### config.mk
export PLATFORM = sky130hd
export DESIGN_NAME = host_mode_frame_encoder_flat
export DESIGN_NICKNAME = d
export VERILOG_FILES = /design/src/design/hmfe_pkg.sv /design/src/design/hmfe_if.sv /design/src/design/host_mode_frame_encoder.sv /design/src/design/hmfe_front.sv /design/src/design/hmfe_queue.sv /design/src/design/hmfe_back.sv /design/src/flat_wrapper.sv
export SDC_FILE = /design/constraint.sdc
export NUM_CORES = 1
export LEC_CHECK = 0
export BUFFER_PORTS_ARGS = -buffer_cell sky130_fd_sc_hd__buf_2
export CAP_MARGIN = 0
export CELL_PAD_IN_SITES_DETAIL_PLACEMENT = 1
export CELL_PAD_IN_SITES_GLOBAL_PLACEMENT = 1
export CORE_AREA = 4 4 153 155
export CTS_CLUSTER_SIZE = 28
export DETAILED_ROUTE_END_ITERATION = 10
export DIE_AREA = 0 0 157 159
export GPL_TIMING_DRIVEN = 0
export HOLD_SLACK_MARGIN = 0.1
export PLACE_DENSITY_LB_ADDON = 0.1
export SKIP_CTS_REPAIR_TIMING = 1
export SYNTH_ARGS = -nofsm -noshare
export SYNTH_HDL_FRONTEND = slang
export SYNTH_HIERARCHICAL = 1
export SYNTH_SLANG_ARGS = --single-unit
### constraint.sdc
create_clock -name clk -period 9 [get_ports clk]
set_input_delay 0.45 -clock clk [delete_from_list [all_inputs] [get_ports clk]]
set_output_delay 0.45 -clock clk [all_outputs]
set_load 0.005 [all_outputs]
### src/design/hmfe_pkg.sv
// shared types, byte codes and step indexes for the host-mode frame encoder
package hmfe_pkg;

  localparam int QUEUE_DEPTH_DEF = 4;

  // link framing bytes
  localparam logic [7:0] SOH_BYTE    = 8'h01;
  localparam logic [7:0] ESC_BYTE    = 8'h10;
  localparam logic [7:0] ETB_BYTE    = 8'h17;
  localparam logic [7:0] HDR_UNPROTO = 8'h29;
  localparam logic [7:0] HDR_COMMAND = 8'h40;
  localparam logic [7:0] HDR_DATA    = 8'h20;
  localparam logic [7:0] CHAR_C      = 8'h43;
  localparam logic [7:0] CHAR_O      = 8'h4F;
  localparam logic [3:0] CTRL_CHANNEL = 4'hF;

  typedef enum logic [1:0] {
    MT_UNPROTO = 2'd0,
    MT_COMMAND = 2'd1,
    MT_DATA    = 2'd2,
    MT_INVALID = 2'd3
  } hmfe_mtype_t;

  // output steps of one job, emitted from lowest index up
  localparam int STEP_REJ  = 0;
  localparam int STEP_SOH  = 1;
  localparam int STEP_HDR  = 2;
  localparam int STEP_ESC  = 3;
  localparam int STEP_BYTE = 4;
  localparam int STEP_ETB  = 5;
  localparam int STEP_SOH2 = 6;
  localparam int STEP_HDR2 = 7;
  localparam int STEP_C    = 8;
  localparam int STEP_O    = 9;
  localparam int STEP_ETB2 = 10;
  localparam int NUM_STEPS = 11;
  localparam int STEP_IDX_W = $clog2(NUM_STEPS);

  typedef struct packed {
    logic [NUM_STEPS-1:0] steps;
    logic [7:0]           data;
    logic [7:0]           hdr;
    logic [7:0]           stat_hdr;
  } hmfe_job_t;

  typedef struct packed {
    logic not_empty;
    logic full;
  } hmfe_qstat_t;

endpackage

### src/design/hmfe_if.sv
// valid/ready channel interfaces for message items and link bytes
interface hmfe_in_if;
  logic       valid;
  logic       ready;
  logic [1:0] msg_type;
  logic [3:0] channel;
  logic [7:0] data_byte;
  logic       first_byte;
  logic       last_byte;
  logic       no_payload;

  modport source (output valid, msg_type, channel, data_byte, first_byte, last_byte,
                  no_payload, input ready);
  modport sink (input valid, msg_type, channel, data_byte, first_byte, last_byte,
                no_payload, output ready);
endinterface

interface hmfe_out_if;
  logic       valid;
  logic       ready;
  logic [7:0] wire_byte;
  logic       rejected;
  logic       run_end;

  modport source (output valid, wire_byte, rejected, run_end, input ready);
  modport sink (input valid, wire_byte, rejected, run_end, output ready);
endinterface

### src/design/host_mode_frame_encoder.sv
// host-mode frame encoder: item front end, job queue, byte sequencer
// an accepted item's first link byte passes queue write, sequencer load and output register
// throughput: one item per cycle accepted while the job queue has room; one link byte
//   per cycle out while the sink is ready; an item makes 0 to 10 link bytes
// the next job loads as the previous one's last byte is emitted, or once queued if idle
// reset: synchronous, active low; clears held type/channel, drop flag, queue and output valid
module host_mode_frame_encoder
  import hmfe_pkg::*;
#(
  parameter int QUEUE_DEPTH = QUEUE_DEPTH_DEF
) (
  input  logic       clk,
  input  logic       rst_n,
  hmfe_in_if.sink    in_ch,
  hmfe_out_if.source out_ch
);

  logic        push;
  logic        pop;
  hmfe_job_t   push_job;
  hmfe_job_t   head_job;
  hmfe_qstat_t qstat;

  hmfe_front u_front (
    .clk   (clk),
    .rst_n (rst_n),
    .in_ch (in_ch),
    .qstat (qstat),
    .push  (push),
    .job   (push_job)
  );

  hmfe_queue #(
    .DEPTH (QUEUE_DEPTH)
  ) u_queue (
    .clk      (clk),
    .rst_n    (rst_n),
    .push     (push),
    .push_job (push_job),
    .pop      (pop),
    .head_job (head_job),
    .qstat    (qstat)
  );

  hmfe_back u_back (
    .clk      (clk),
    .rst_n    (rst_n),
    .head_job (head_job),
    .qstat    (qstat),
    .pop      (pop),
    .out_ch   (out_ch)
  );

  // a reject beat stands alone and carries a zero byte
  a_reject_alone: assert property (@(posedge clk) disable iff (!rst_n)
    out_ch.valid && out_ch.rejected |-> out_ch.run_end && out_ch.wire_byte == 8'h00)
    else $error("reject beat not a lone zero byte");

  // jobs only leave a queue that holds one
  a_pop_nonempty: assert property (@(posedge clk) disable iff (!rst_n)
    pop |-> qstat.not_empty)
    else $error("pop from empty job queue");

  // a job with no steps never enters the queue, and no job is pushed while it is full
  a_push_nonempty: assert property (@(posedge clk) disable iff (!rst_n)
    push |-> push_job.steps != '0 && !qstat.full)
    else $error("empty job pushed or queue overrun");

  // a full queue holds off the input side for that cycle
  a_full_stall: assert property (@(posedge clk) disable iff (!rst_n)
    qstat.full |-> !in_ch.ready)
    else $error("input ready while job queue full");

endmodule

### src/design/hmfe_front.sv
// front end: accepts message items, tracks type/channel, builds output jobs
module hmfe_front
  import hmfe_pkg::*;
(
  input  logic        clk,
  input  logic        rst_n,
  hmfe_in_if.sink     in_ch,
  input  hmfe_qstat_t qstat,
  output logic        push,
  output hmfe_job_t   job
);

  logic [1:0] held_type_r, held_type_nxt;
  logic [3:0] held_channel_r, held_channel_nxt;
  logic       dropping_r, dropping_nxt;

  logic       accept;
  logic       first;
  logic       last;
  logic       empty;
  logic [1:0] cur_type;
  logic [3:0] cur_chan;
  logic [7:0] ch8;
  logic       needs_esc;
  logic       is_data;

  assign in_ch.ready = !qstat.full;
  assign accept = in_ch.valid && in_ch.ready;
  assign first  = in_ch.first_byte;
  assign last   = in_ch.last_byte;
  assign empty  = in_ch.no_payload;

  always_comb begin
    cur_type = first ? in_ch.msg_type : held_type_r;
    cur_chan = first ? in_ch.channel : held_channel_r;
    // modem channels count from zero, control channel keeps its number
    ch8 = (cur_chan == CTRL_CHANNEL) ? {4'd0, cur_chan} : ({4'd0, cur_chan} - 8'd1);
    needs_esc = in_ch.data_byte inside {ETB_BYTE, ESC_BYTE, SOH_BYTE};
    is_data = (cur_type == MT_DATA);

    job.data     = in_ch.data_byte;
    job.stat_hdr = HDR_COMMAND + ch8;
    case (cur_type)
      MT_UNPROTO: job.hdr = HDR_UNPROTO;
      MT_COMMAND: job.hdr = HDR_COMMAND + ch8;
      default:    job.hdr = HDR_DATA + ch8;
    endcase

    job.steps = '0;
    if (first && in_ch.msg_type == MT_INVALID) begin
      job.steps[STEP_REJ] = 1'b1;
    end else if (first || !dropping_r) begin
      job.steps[STEP_SOH]  = first;
      job.steps[STEP_HDR]  = first;
      job.steps[STEP_ESC]  = !empty && needs_esc;
      job.steps[STEP_BYTE] = !empty;
      job.steps[STEP_ETB]  = last;
      job.steps[STEP_SOH2] = last && is_data;
      job.steps[STEP_HDR2] = last && is_data;
      job.steps[STEP_C]    = last && is_data;
      job.steps[STEP_O]    = last && is_data;
      job.steps[STEP_ETB2] = last && is_data;
    end

    push = accept && (job.steps != '0);

    held_type_nxt    = held_type_r;
    held_channel_nxt = held_channel_r;
    dropping_nxt     = dropping_r;
    if (accept) begin
      if (first) begin
        held_type_nxt    = in_ch.msg_type;
        held_channel_nxt = in_ch.channel;
        dropping_nxt     = (in_ch.msg_type == MT_INVALID) && !last;
      end else if (dropping_r && last) begin
        dropping_nxt = 1'b0;
      end
    end
  end

  always_ff @(posedge clk) begin
    if (!rst_n) begin
      held_type_r    <= '0;
      held_channel_r <= '0;
      dropping_r     <= 1'b0;
    end else begin
      held_type_r    <= held_type_nxt;
      held_channel_r <= held_channel_nxt;
      dropping_r     <= dropping_nxt;
    end
  end

endmodule

### src/design/hmfe_queue.sv
// short job queue between front end and byte sequencer
module hmfe_queue
  import hmfe_pkg::*;
#(
  parameter int DEPTH = QUEUE_DEPTH_DEF
) (
  input  logic        clk,
  input  logic        rst_n,
  input  logic        push,
  input  hmfe_job_t   push_job,
  input  logic        pop,
  output hmfe_job_t   head_job,
  output hmfe_qstat_t qstat
);

  localparam int AW = (DEPTH > 1) ? $clog2(DEPTH) : 1;
  localparam int CW = $clog2(DEPTH + 1);

  hmfe_job_t       mem [DEPTH];
  logic [AW-1:0]   wr_ptr_r, wr_ptr_nxt;
  logic [AW-1:0]   rd_ptr_r, rd_ptr_nxt;
  logic [CW-1:0]   count_r, count_nxt;
  logic            do_push;
  logic            do_pop;

  assign qstat.not_empty = (count_r != '0);
  assign qstat.full      = (count_r == CW'(DEPTH));
  assign do_push  = push && !qstat.full;
  assign do_pop   = pop && qstat.not_empty;
  assign head_job = mem[rd_ptr_r];

  always_comb begin
    wr_ptr_nxt = wr_ptr_r;
    rd_ptr_nxt = rd_ptr_r;
    count_nxt  = count_r;
    if (do_push) begin
      wr_ptr_nxt = (wr_ptr_r == AW'(DEPTH - 1)) ? '0 : wr_ptr_r + AW'(1);
    end
    if (do_pop) begin
      rd_ptr_nxt = (rd_ptr_r == AW'(DEPTH - 1)) ? '0 : rd_ptr_r + AW'(1);
    end
    if (do_push && !do_pop) begin
      count_nxt = count_r + CW'(1);
    end else if (do_pop && !do_push) begin
      count_nxt = count_r - CW'(1);
    end
  end

  always_ff @(posedge clk) begin
    if (do_push) begin
      mem[wr_ptr_r] <= push_job;
    end
  end

  always_ff @(posedge clk) begin
    if (!rst_n) begin
      wr_ptr_r <= '0;
      rd_ptr_r <= '0;
      count_r  <= '0;
    end else begin
      wr_ptr_r <= wr_ptr_nxt;
      rd_ptr_r <= rd_ptr_nxt;
      count_r  <= count_nxt;
    end
  end

endmodule

### src/design/hmfe_back.sv
// back end: walks the steps of each job and drives one link byte per beat
module hmfe_back
  import hmfe_pkg::*;
(
  input  logic        clk,
  input  logic        rst_n,
  input  hmfe_job_t   head_job,
  input  hmfe_qstat_t qstat,
  output logic        pop,
  hmfe_out_if.source  out_ch
);

  logic [NUM_STEPS-1:0]  steps_r, steps_nxt;
  hmfe_job_t             job_r;
  logic                  out_valid_r;
  logic [7:0]            wire_byte_r;
  logic                  rejected_r;
  logic                  run_end_r;

  logic                  advance;
  logic                  emit;
  logic [NUM_STEPS-1:0]  sel;
  logic [NUM_STEPS-1:0]  rest;
  logic [STEP_IDX_W-1:0] idx;
  logic [7:0]            step_byte;
  logic                  load;

  assign out_ch.valid     = out_valid_r;
  assign out_ch.wire_byte = wire_byte_r;
  assign out_ch.rejected  = rejected_r;
  assign out_ch.run_end   = run_end_r;

  always_comb begin
    advance = !out_valid_r || out_ch.ready;
    emit    = advance && (steps_r != '0);
    // lowest pending step
    sel  = steps_r & (~steps_r + NUM_STEPS'(1));
    rest = steps_r & ~sel;
    idx  = '0;
    for (int i = 0; i < NUM_STEPS; i++) begin
      if (sel[i]) begin
        idx = STEP_IDX_W'(i);
      end
    end
    case (idx)
      STEP_IDX_W'(STEP_REJ):  step_byte = 8'h00;
      STEP_IDX_W'(STEP_SOH):  step_byte = SOH_BYTE;
      STEP_IDX_W'(STEP_HDR):  step_byte = job_r.hdr;
      STEP_IDX_W'(STEP_ESC):  step_byte = ESC_BYTE;
      STEP_IDX_W'(STEP_BYTE): step_byte = job_r.data;
      STEP_IDX_W'(STEP_ETB):  step_byte = ETB_BYTE;
      STEP_IDX_W'(STEP_SOH2): step_byte = SOH_BYTE;
      STEP_IDX_W'(STEP_HDR2): step_byte = job_r.stat_hdr;
      STEP_IDX_W'(STEP_C):    step_byte = CHAR_C;
      STEP_IDX_W'(STEP_O):    step_byte = CHAR_O;
      STEP_IDX_W'(STEP_ETB2): step_byte = ETB_BYTE;
      default:                step_byte = 8'h00;
    endcase

    // take the next job when idle or as the current one finishes
    load = qstat.not_empty && ((steps_r == '0) || (emit && rest == '0));
    pop  = load;

    steps_nxt = steps_r;
    if (load) begin
      steps_nxt = head_job.steps;
    end else if (emit) begin
      steps_nxt = rest;
    end
  end

  always_ff @(posedge clk) begin
    if (load) begin
      job_r <= head_job;
    end
    if (emit) begin
      wire_byte_r <= step_byte;
      rejected_r  <= sel[STEP_REJ];
      run_end_r   <= (rest == '0);
    end
  end

  always_ff @(posedge clk) begin
    if (!rst_n) begin
      steps_r     <= '0;
      out_valid_r <= 1'b0;
    end else begin
      steps_r <= steps_nxt;
      if (emit) begin
        out_valid_r <= 1'b1;
      end else if (advance) begin
        out_valid_r <= 1'b0;
      end
    end
  end

endmodule
### src/flat_wrapper.sv
// flat-port wrapper written by rule: the top's interface ports become plain ports
module host_mode_frame_encoder_flat import hmfe_pkg::*;
#(
  parameter int QUEUE_DEPTH = QUEUE_DEPTH_DEF
)
  (clk, rst_n, in_ch_valid, in_ch_msg_type, in_ch_channel, in_ch_data_byte, in_ch_first_byte, in_ch_last_byte, in_ch_no_payload, in_ch_ready, out_ch_valid, out_ch_wire_byte, out_ch_rejected, out_ch_run_end, out_ch_ready);
  hmfe_in_if in_ch_i ();
  hmfe_out_if out_ch_i ();
  input  logic clk;
  input  logic rst_n;
  input wire logic [$bits(in_ch_i.valid)-1:0] in_ch_valid;
  input wire logic [$bits(in_ch_i.msg_type)-1:0] in_ch_msg_type;
  input wire logic [$bits(in_ch_i.channel)-1:0] in_ch_channel;
  input wire logic [$bits(in_ch_i.data_byte)-1:0] in_ch_data_byte;
  input wire logic [$bits(in_ch_i.first_byte)-1:0] in_ch_first_byte;
  input wire logic [$bits(in_ch_i.last_byte)-1:0] in_ch_last_byte;
  input wire logic [$bits(in_ch_i.no_payload)-1:0] in_ch_no_payload;
  output wire logic [$bits(in_ch_i.ready)-1:0] in_ch_ready;
  output wire logic [$bits(out_ch_i.valid)-1:0] out_ch_valid;
  output wire logic [$bits(out_ch_i.wire_byte)-1:0] out_ch_wire_byte;
  output wire logic [$bits(out_ch_i.rejected)-1:0] out_ch_rejected;
  output wire logic [$bits(out_ch_i.run_end)-1:0] out_ch_run_end;
  input wire logic [$bits(out_ch_i.ready)-1:0] out_ch_ready;
  assign in_ch_i.valid = in_ch_valid;
  assign in_ch_i.msg_type = in_ch_msg_type;
  assign in_ch_i.channel = in_ch_channel;
  assign in_ch_i.data_byte = in_ch_data_byte;
  assign in_ch_i.first_byte = in_ch_first_byte;
  assign in_ch_i.last_byte = in_ch_last_byte;
  assign in_ch_i.no_payload = in_ch_no_payload;
  assign in_ch_ready = in_ch_i.ready;
  assign out_ch_valid = out_ch_i.valid;
  assign out_ch_wire_byte = out_ch_i.wire_byte;
  assign out_ch_rejected = out_ch_i.rejected;
  assign out_ch_run_end = out_ch_i.run_end;
  assign out_ch_i.ready = out_ch_ready;
  host_mode_frame_encoder #(.QUEUE_DEPTH(QUEUE_DEPTH)) u_core (.clk(clk), .rst_n(rst_n), .in_ch(in_ch_i), .out_ch(out_ch_i));
endmodule
==> metrics.txt, run 1 <==
#FFs+latches synth 202; status finished, final reports clean; Reg power frac 44.9%; Yosys top cell area share 61.6%; CTS tree done; die area 0.0250 sq mm; cell-internal power 2.14 mW; met1 Usage GRT 20.5%; CP Launch Type flip-flop; cts bufs inserted 23; top-count cell post-synth edfxtp_1; Max Slew Vio Count 0; Cell Area, Synth 0.00849 sq mm; number of max-cap violations 0; Crit Path Class flip-flop to flip-flop; CORE AREA 0.0218 sq mm; register area share after synthesis 68.2%; Synth area leader edfxtp_1; crit share post-route 49.2%; insertion delay to the later sink of the worst-skew pair 0.50 ns; WL/cell 20.5 um; GR met2 Demand/Resource 23.5%; number of remaining DRC errors 0; final hold violation count 0; total congestion overflow 0; Psw 856 uW; post-layout minimum cycle time 4.43 ns; Iter 0 DRT Violations 263; met3 usage 2.36%; Worst EP required 9.42 ns; EDFF count, synth 174; Setup crit end kind flip-flop; H-tree lvl count 1; initial antenna violation count 0; number of clock sinks 202; FMAX 226 MHz; Synth-to-Final Area Change 15.8%; Post-synth ARST share 0%; Layout Nets 605; Die Wd 157 um; Die H 159 um; layout cells sized above 1 24.8%; clock share of power 30.4%; Initial Utilization 38.9%; post-synthesis instance total 513; Row Count 54; unrepaired setup endpoints after global routing no; IO Pins 33; Pwr Density 305 mW/mm^2; Primary FF master, synth edfxtp_1; WP data arrival 4.85 ns; clock skew 0.0117 ns; Total Routing Usage GR 14.4%; syn avg cell area 16.5 sq um; largest cells by area after synthesis edfxtp_1 62%, mux4_2 8.0%, dfxtp_1 6.6%; Sw Ratio 28.6%; Power, Total 2.99 mW; Routed WL 17800 um; Final ANT Viol Nets 0; library cells used by synthesis 73; Final GP Congestion 0.757; worst slew margin relative to its limit 13.8%; Diodes inserted 0; vias in the first global route 4837; drt via density 5.24; Core Util, Final 45.0%; worst-path cell chain buf_6 > nor4_1 > nand2_1 > a31o_1 > o21a_4 > nor2b_4 > o31ai_1 > ha_1 > inv_1 > fa_1 > xor2_1 > or3_1 > a21boi_0; Ys Warns 6; Max VDD drop 0.000159 V; largest net degree at the start of global routing 28; Root Driver clkbuf_16; TritonRoute pass-1 iters 4; setup_tns 0 ns; Hold/Removal Path Class input pin to flip-flop; setup violators final 0; CP max FO 25; global-route wire length before repair 28200 um; top cells by count, synth 174 x edfxtp_1, 30 x mux4_2, 28 x dfxtp_1; combinational group share of total power 24.7%; Leak Pwr 3.41 nW; Slowest-stage cell, CP nor4_1; Most Crowded Layer GR met2; Clock Tree Buf Depth 3; clock-pin slew on the worst setup and hold paths 0.06 ns; DR vias 4553; Buffers on Ports 32; DPL Wire Length 12000 um; Worst Max-Slew Pin Slew 1.29 ns; Largest stage delay, worst path 0.91 ns
-- through the flow --
step                      cell area [sq um]  worst slack [ns]  hold WS [ns]  instances
after floorplan                        8490              4.54         0.431        514
after global placement                 9000              3.16         0.437        826
after detailed placement               9090              4.61         0.442        830
after CTS                              9820              4.58         0.234        869
after global routing                   9820              4.30         0.249        869
final                                  9820              4.57         0.254        869
-- cell type report --
cell class                 instances  area (sq um)
inverter                          14          52.6
tap                              280           350
clock inverter                     7           113
sequential                       202          5790
clock buffer                      32           619
timing repair buffer              36           240
fill                            2146         12000
buffer                            44           323
multi-input combinational        254          2340
-- placed cells by master (no fill, tap or decap), types with 3 or more instances in the layout --
cell type  synthesis  layout
and2_1             7       3
a222oi_1           3       3
nor2b_1           13      12
or3_1              5       5
a31oi_1            3       3
bufinv_16          0       3
o21a_1             4       4
mux4_1             5       5
nor3b_1            4       4
nand2_1           20      20
buf_2              8      40
o22ai_1            3       3
buf_12             3       7
buf_6              5       5
nor3_1            11      11
inv_1             13      13
clkbuf_1          10      18
clkbuf_16          0      23
a21oi_1            8       8
o21ai_0           11      11
nor4_1             4       4
ha_1               8       8
mux2i_1           17      17
and2_2             0       4
o311ai_0           7       7
buf_4             16      16
edfxtp_1         174     174
nand3b_1           5       5
mux4_2            30      30
dfxtp_1           28      28
nor2_1            13      13
nand2b_1           4       4
o21ai_1            6       6
nand3_1           17      17
-- kinds of logic after synthesis --
| family | synth area share, % |
|---|---|
| DFF | 68.2 |
| and+or+nand+nor | 7.83 |
| AOI/OAI and AO/OA | 5.93 |
| buffers and inverters | 4.42 |
| muxes | 11.6 |
| adders and majority gates | 1.53 |
| xor gates and xnor gates | 0.413 |
| other | 0.0442 |
-- state kept, by name (all words and copies together), names as in the netlist, 3 cells and up, named ones only --
signal and cells:
u_core/u_front/held_channel_r 4, u_core/u_queue/count_r 3, u_core/u_back/job_r 24, u_core/u_back/out_ch.wire_byte 8, u_core/u_queue/mem 140, u_core/u_back/steps_r 11
-- power by group through the flow --
stage / logic, mW / registers (mW) / clock network [mW]
final: 0.738 / 1.34 / 0.911
after global routing: 0.810 / 1.36 / 0.981
after CTS: 0.754 / 1.35 / 0.940
after detailed placement: 0.750 / 1.37 / 0
after global placement: 0.715 / 1.37 / 0
after floorplan: 0.505 / 1.35 / 0
-- per-layer routing --
layer / routed length (um) / part of all wire [%]
met2: 8630 / 48
met1: 8310 / 47
met5: 0 / 0
met3: 618 / 3.5
met4: 289 / 1.6
-- critical path: cells and delay by family (launching register included) --
family                   cells  cell delay [ns]
flip-flops                   1             0.32
AND/OR/NAND/NOR              4             2.17
AO/OA/AOI/OAI                4             1.06
XOR/XNOR                     1             0.08
buffers and inverters        2             0.21
adder cells (fa/ha/maj)      2             0.49
-- worst paths after layout --
check                            from                                to  slack (ns)  cells after the start
max          u_core/u_back/steps_r[0]         u_core/u_queue/count_r[2]        4.57                     13
min                  in_ch_channel[0]  u_core/u_front/held_channel_r[0]        0.25                      3
max reg2reg  u_core/u_back/steps_r[0]         u_core/u_queue/count_r[2]        4.57                     13
min reg2reg  u_core/u_back/steps_r[0]     u_core/u_back/out_ch.rejected        0.46                      0
Power figures use the tool's default switching activity.
==> run 2, diff against run 1 <==
==> constraint.sdc (replaced) <==
create_clock -name clk -period 4.35 [get_ports clk]
set_input_delay 0.2175 -clock clk [delete_from_list [all_inputs] [get_ports clk]]
set_output_delay 0.2175 -clock clk [all_outputs]
set_load 0.005 [all_outputs]
==> run 2 against run 1 <==
- power increased by 110%
- utilization increased by 0.85 points
- maximum frequency increased by 12%
- wire length increased by 1.7%
- first-iteration DRC count increased by 17%
- sequential power increased by 110%
- clock power increased by 100%
- critical endpoint unchanged
- largest power group unchanged
==> metrics.txt, run 2 (synthesis gave the netlist of run 1 again) <==
DR vias 4652 (+2.2%); number of max-cap violations 0 (unchanged); layout cells sized above 1 25.6% (+0.79 points); final cell count without fillers 890 (+2.4%); IO Pins 33 (unchanged); worst slew margin relative to its limit 41.8% (+28 points); drt via density 5.23 (-0.24%); number of clock sinks 202 (unchanged); CP max FO 12 (-52%); initial antenna violation count 0 (unchanged); cts bufs inserted 23 (unchanged); Final ANT Viol Nets 0 (unchanged); met3 usage 2.34% (-0.027 points); setup ws final 0.390 ns (-4.18 ns); CTS tree done; vias in the first global route 4946 (+2.3%); crit share post-route 91.0% (+42 points); Max Slew Vio Count 0 (unchanged); Max VDD drop 0.000232 V (+46%); Setup crit end kind flip-flop; Power, Total 6.21 mW (+110%); Crit Path Class flip-flop to flip-flop; Reg area 0.00579 sq mm (unchanged); Routed WL 18200 um (+1.7%); TritonRoute pass-1 iters 6 (+2); met1 Usage GRT 20.4% (-0.027 points); CORE AREA 0.0218 sq mm (unchanged); Worst Max-Slew Pin Slew 0.865 ns (-0.423 ns); H-tree lvl count 1 (unchanged); WL/cell 20.4 um (-0.65%); Reg with most FFs u_core/u_queue/mem; Buffers on Ports 32 (unchanged); Iter 0 DRT Violations 308 (+17%); global-route wire length before repair 28800 um (+2.3%); final instance area 0.0100 sq mm (+1.9%); commonest non-fill, non-tap cells in the layout 174 x edfxtp_1, 40 x buf_2, 30 x mux4_2; Clock Tree Buf Depth 3 (unchanged); DPL Wire Length 12300 um (+2.5%); Die H 159 um (unchanged); placed cell count 832 (+0.24%); post-layout minimum cycle time 3.96 ns (-0.466 ns); number of remaining DRC errors 0 (unchanged); Initial Utilization 38.9% (unchanged); pre-CTS WS -0.0440 ns (-4.65 ns); placed cell area 0.00911 sq mm (+0.19%); clock-pin slew on the worst setup and hold paths 0.06 ns (about the same); Synth-to-Final Area Change 18.0%; multi-input logic area 0.00235 sq mm (+0.27%); Worst EP required 4.78 ns (-4.64 ns); die area 0.0250 sq mm (unchanged); unrepaired setup endpoints after global routing no; commonest non-fill, non-tap cell in the layout edfxtp_1; clock skew 0.0147 ns (+0.00306 ns); Die Wd 157 um (unchanged); Final GP Congestion 0.770 (+1.7%); largest net degree at the start of global routing 32 (+14%); setup_tns 0 ns (unchanged); final hold violation count 0 (unchanged); Pwr Density 620 mW/mm^2 (+100%); WP data arrival 4.39 ns (-0.46 ns); Root Driver clkbuf_16; fill cell count 2117 (-1.4%); Diodes inserted 0 (unchanged); biggest registers after layout u_core/u_queue/mem (140), u_core/u_back/job_r (24), u_core/u_back/steps_r (11); Layout Nets 623 (+3.0%); CP Launch Type flip-flop; max reg flops 140 (unchanged); FMAX 253 MHz (+12%); total congestion overflow 0 (unchanged); Row Count 54 (unchanged); status finished, final reports clean; Most Crowded Layer GR met2; insertion delay to the later sink of the worst-skew pair 0.51 ns (about the same); Total Routing Usage GR 14.7% (+0.32 points); setup violators final 0 (unchanged); Hold/Removal Path Class input pin to flip-flop; GR met2 Demand/Resource 24.1% (+0.62 points); Leak Pwr 3.50 nW (+2.8%)
## run 2: changes by cell type in the layout (fill, tap and decap cells not counted), moves of 2 or more
cell           previous run  this run
dlygate4sd3_1             0        16
clkbuf_1                 18        11
clkinv_2                  2         8
clkinv_1                  1         4
clkinv_4                  0         2
## run 2: worst max-delay path: stages, from the launching register on
cell,delay (ns)
dfxtp_1,0.29
buf_2,0.19
nor4_1,0.73
nor3b_1,0.37
o221ai_2,0.20
o21a_4,0.31
nor2b_4,0.42
o31ai_1,0.26
ha_1,0.28
inv_1,0.09
fa_1,0.18
xor2_1,0.08
or3_1,0.30
a21boi_0,0.17
## run 2: layout make-up
| type | count | area share (%) |
|---|---|---|
| multi-input combinational | 254 | 23.4 |
| tap | 280 | 3.50 |
| buffer | 44 | 3.22 |
| timing repair buffer | 54 | 4.22 |
| inverter | 14 | 0.525 |
| sequential | 202 | 57.8 |
| clock buffer | 24 | 5.79 |
| clock inverter | 18 | 1.50 |
## run 2: report_power, final
part	internal, mW	switching [mW]
Clock	1.09	0.752
Combinational	0.656	0.931
Sequential	2.64	0.139
## run 2: stage by stage
stage          utilization, %  hold slack (ns)
2_1_floorplan               -            0.335
3_3_place_gp             41.3            0.438
3_5_place_dp             41.7            0.443
4_1_cts                  45.1        -0.000914
5_1_grt                  45.9            0.108
6_report                 45.9           0.0970
## run 2: final timing paths
kind / slack [ns] / cells after the start / startpoint / endpoint
setup / recovery: 0.39 / 13 / u_core/u_back/steps_r[6] / u_core/u_queue/count_r[2]
hold / removal: 0.1 / 4 / out_ch_ready / u_core/u_back/out_ch.valid
setup reg to reg: 0.39 / 13 / u_core/u_back/steps_r[6] / u_core/u_queue/count_r[2]
hold reg to reg: 0.46 / 0 / u_core/u_back/steps_r[0] / u_core/u_back/out_ch.rejected
## run 2: metal layers
metal,wire length [um],vias up
met2,8880,92
met5,0,-
met1,8160,2361
li1,-,2169
met3,721,30
met4,399,0
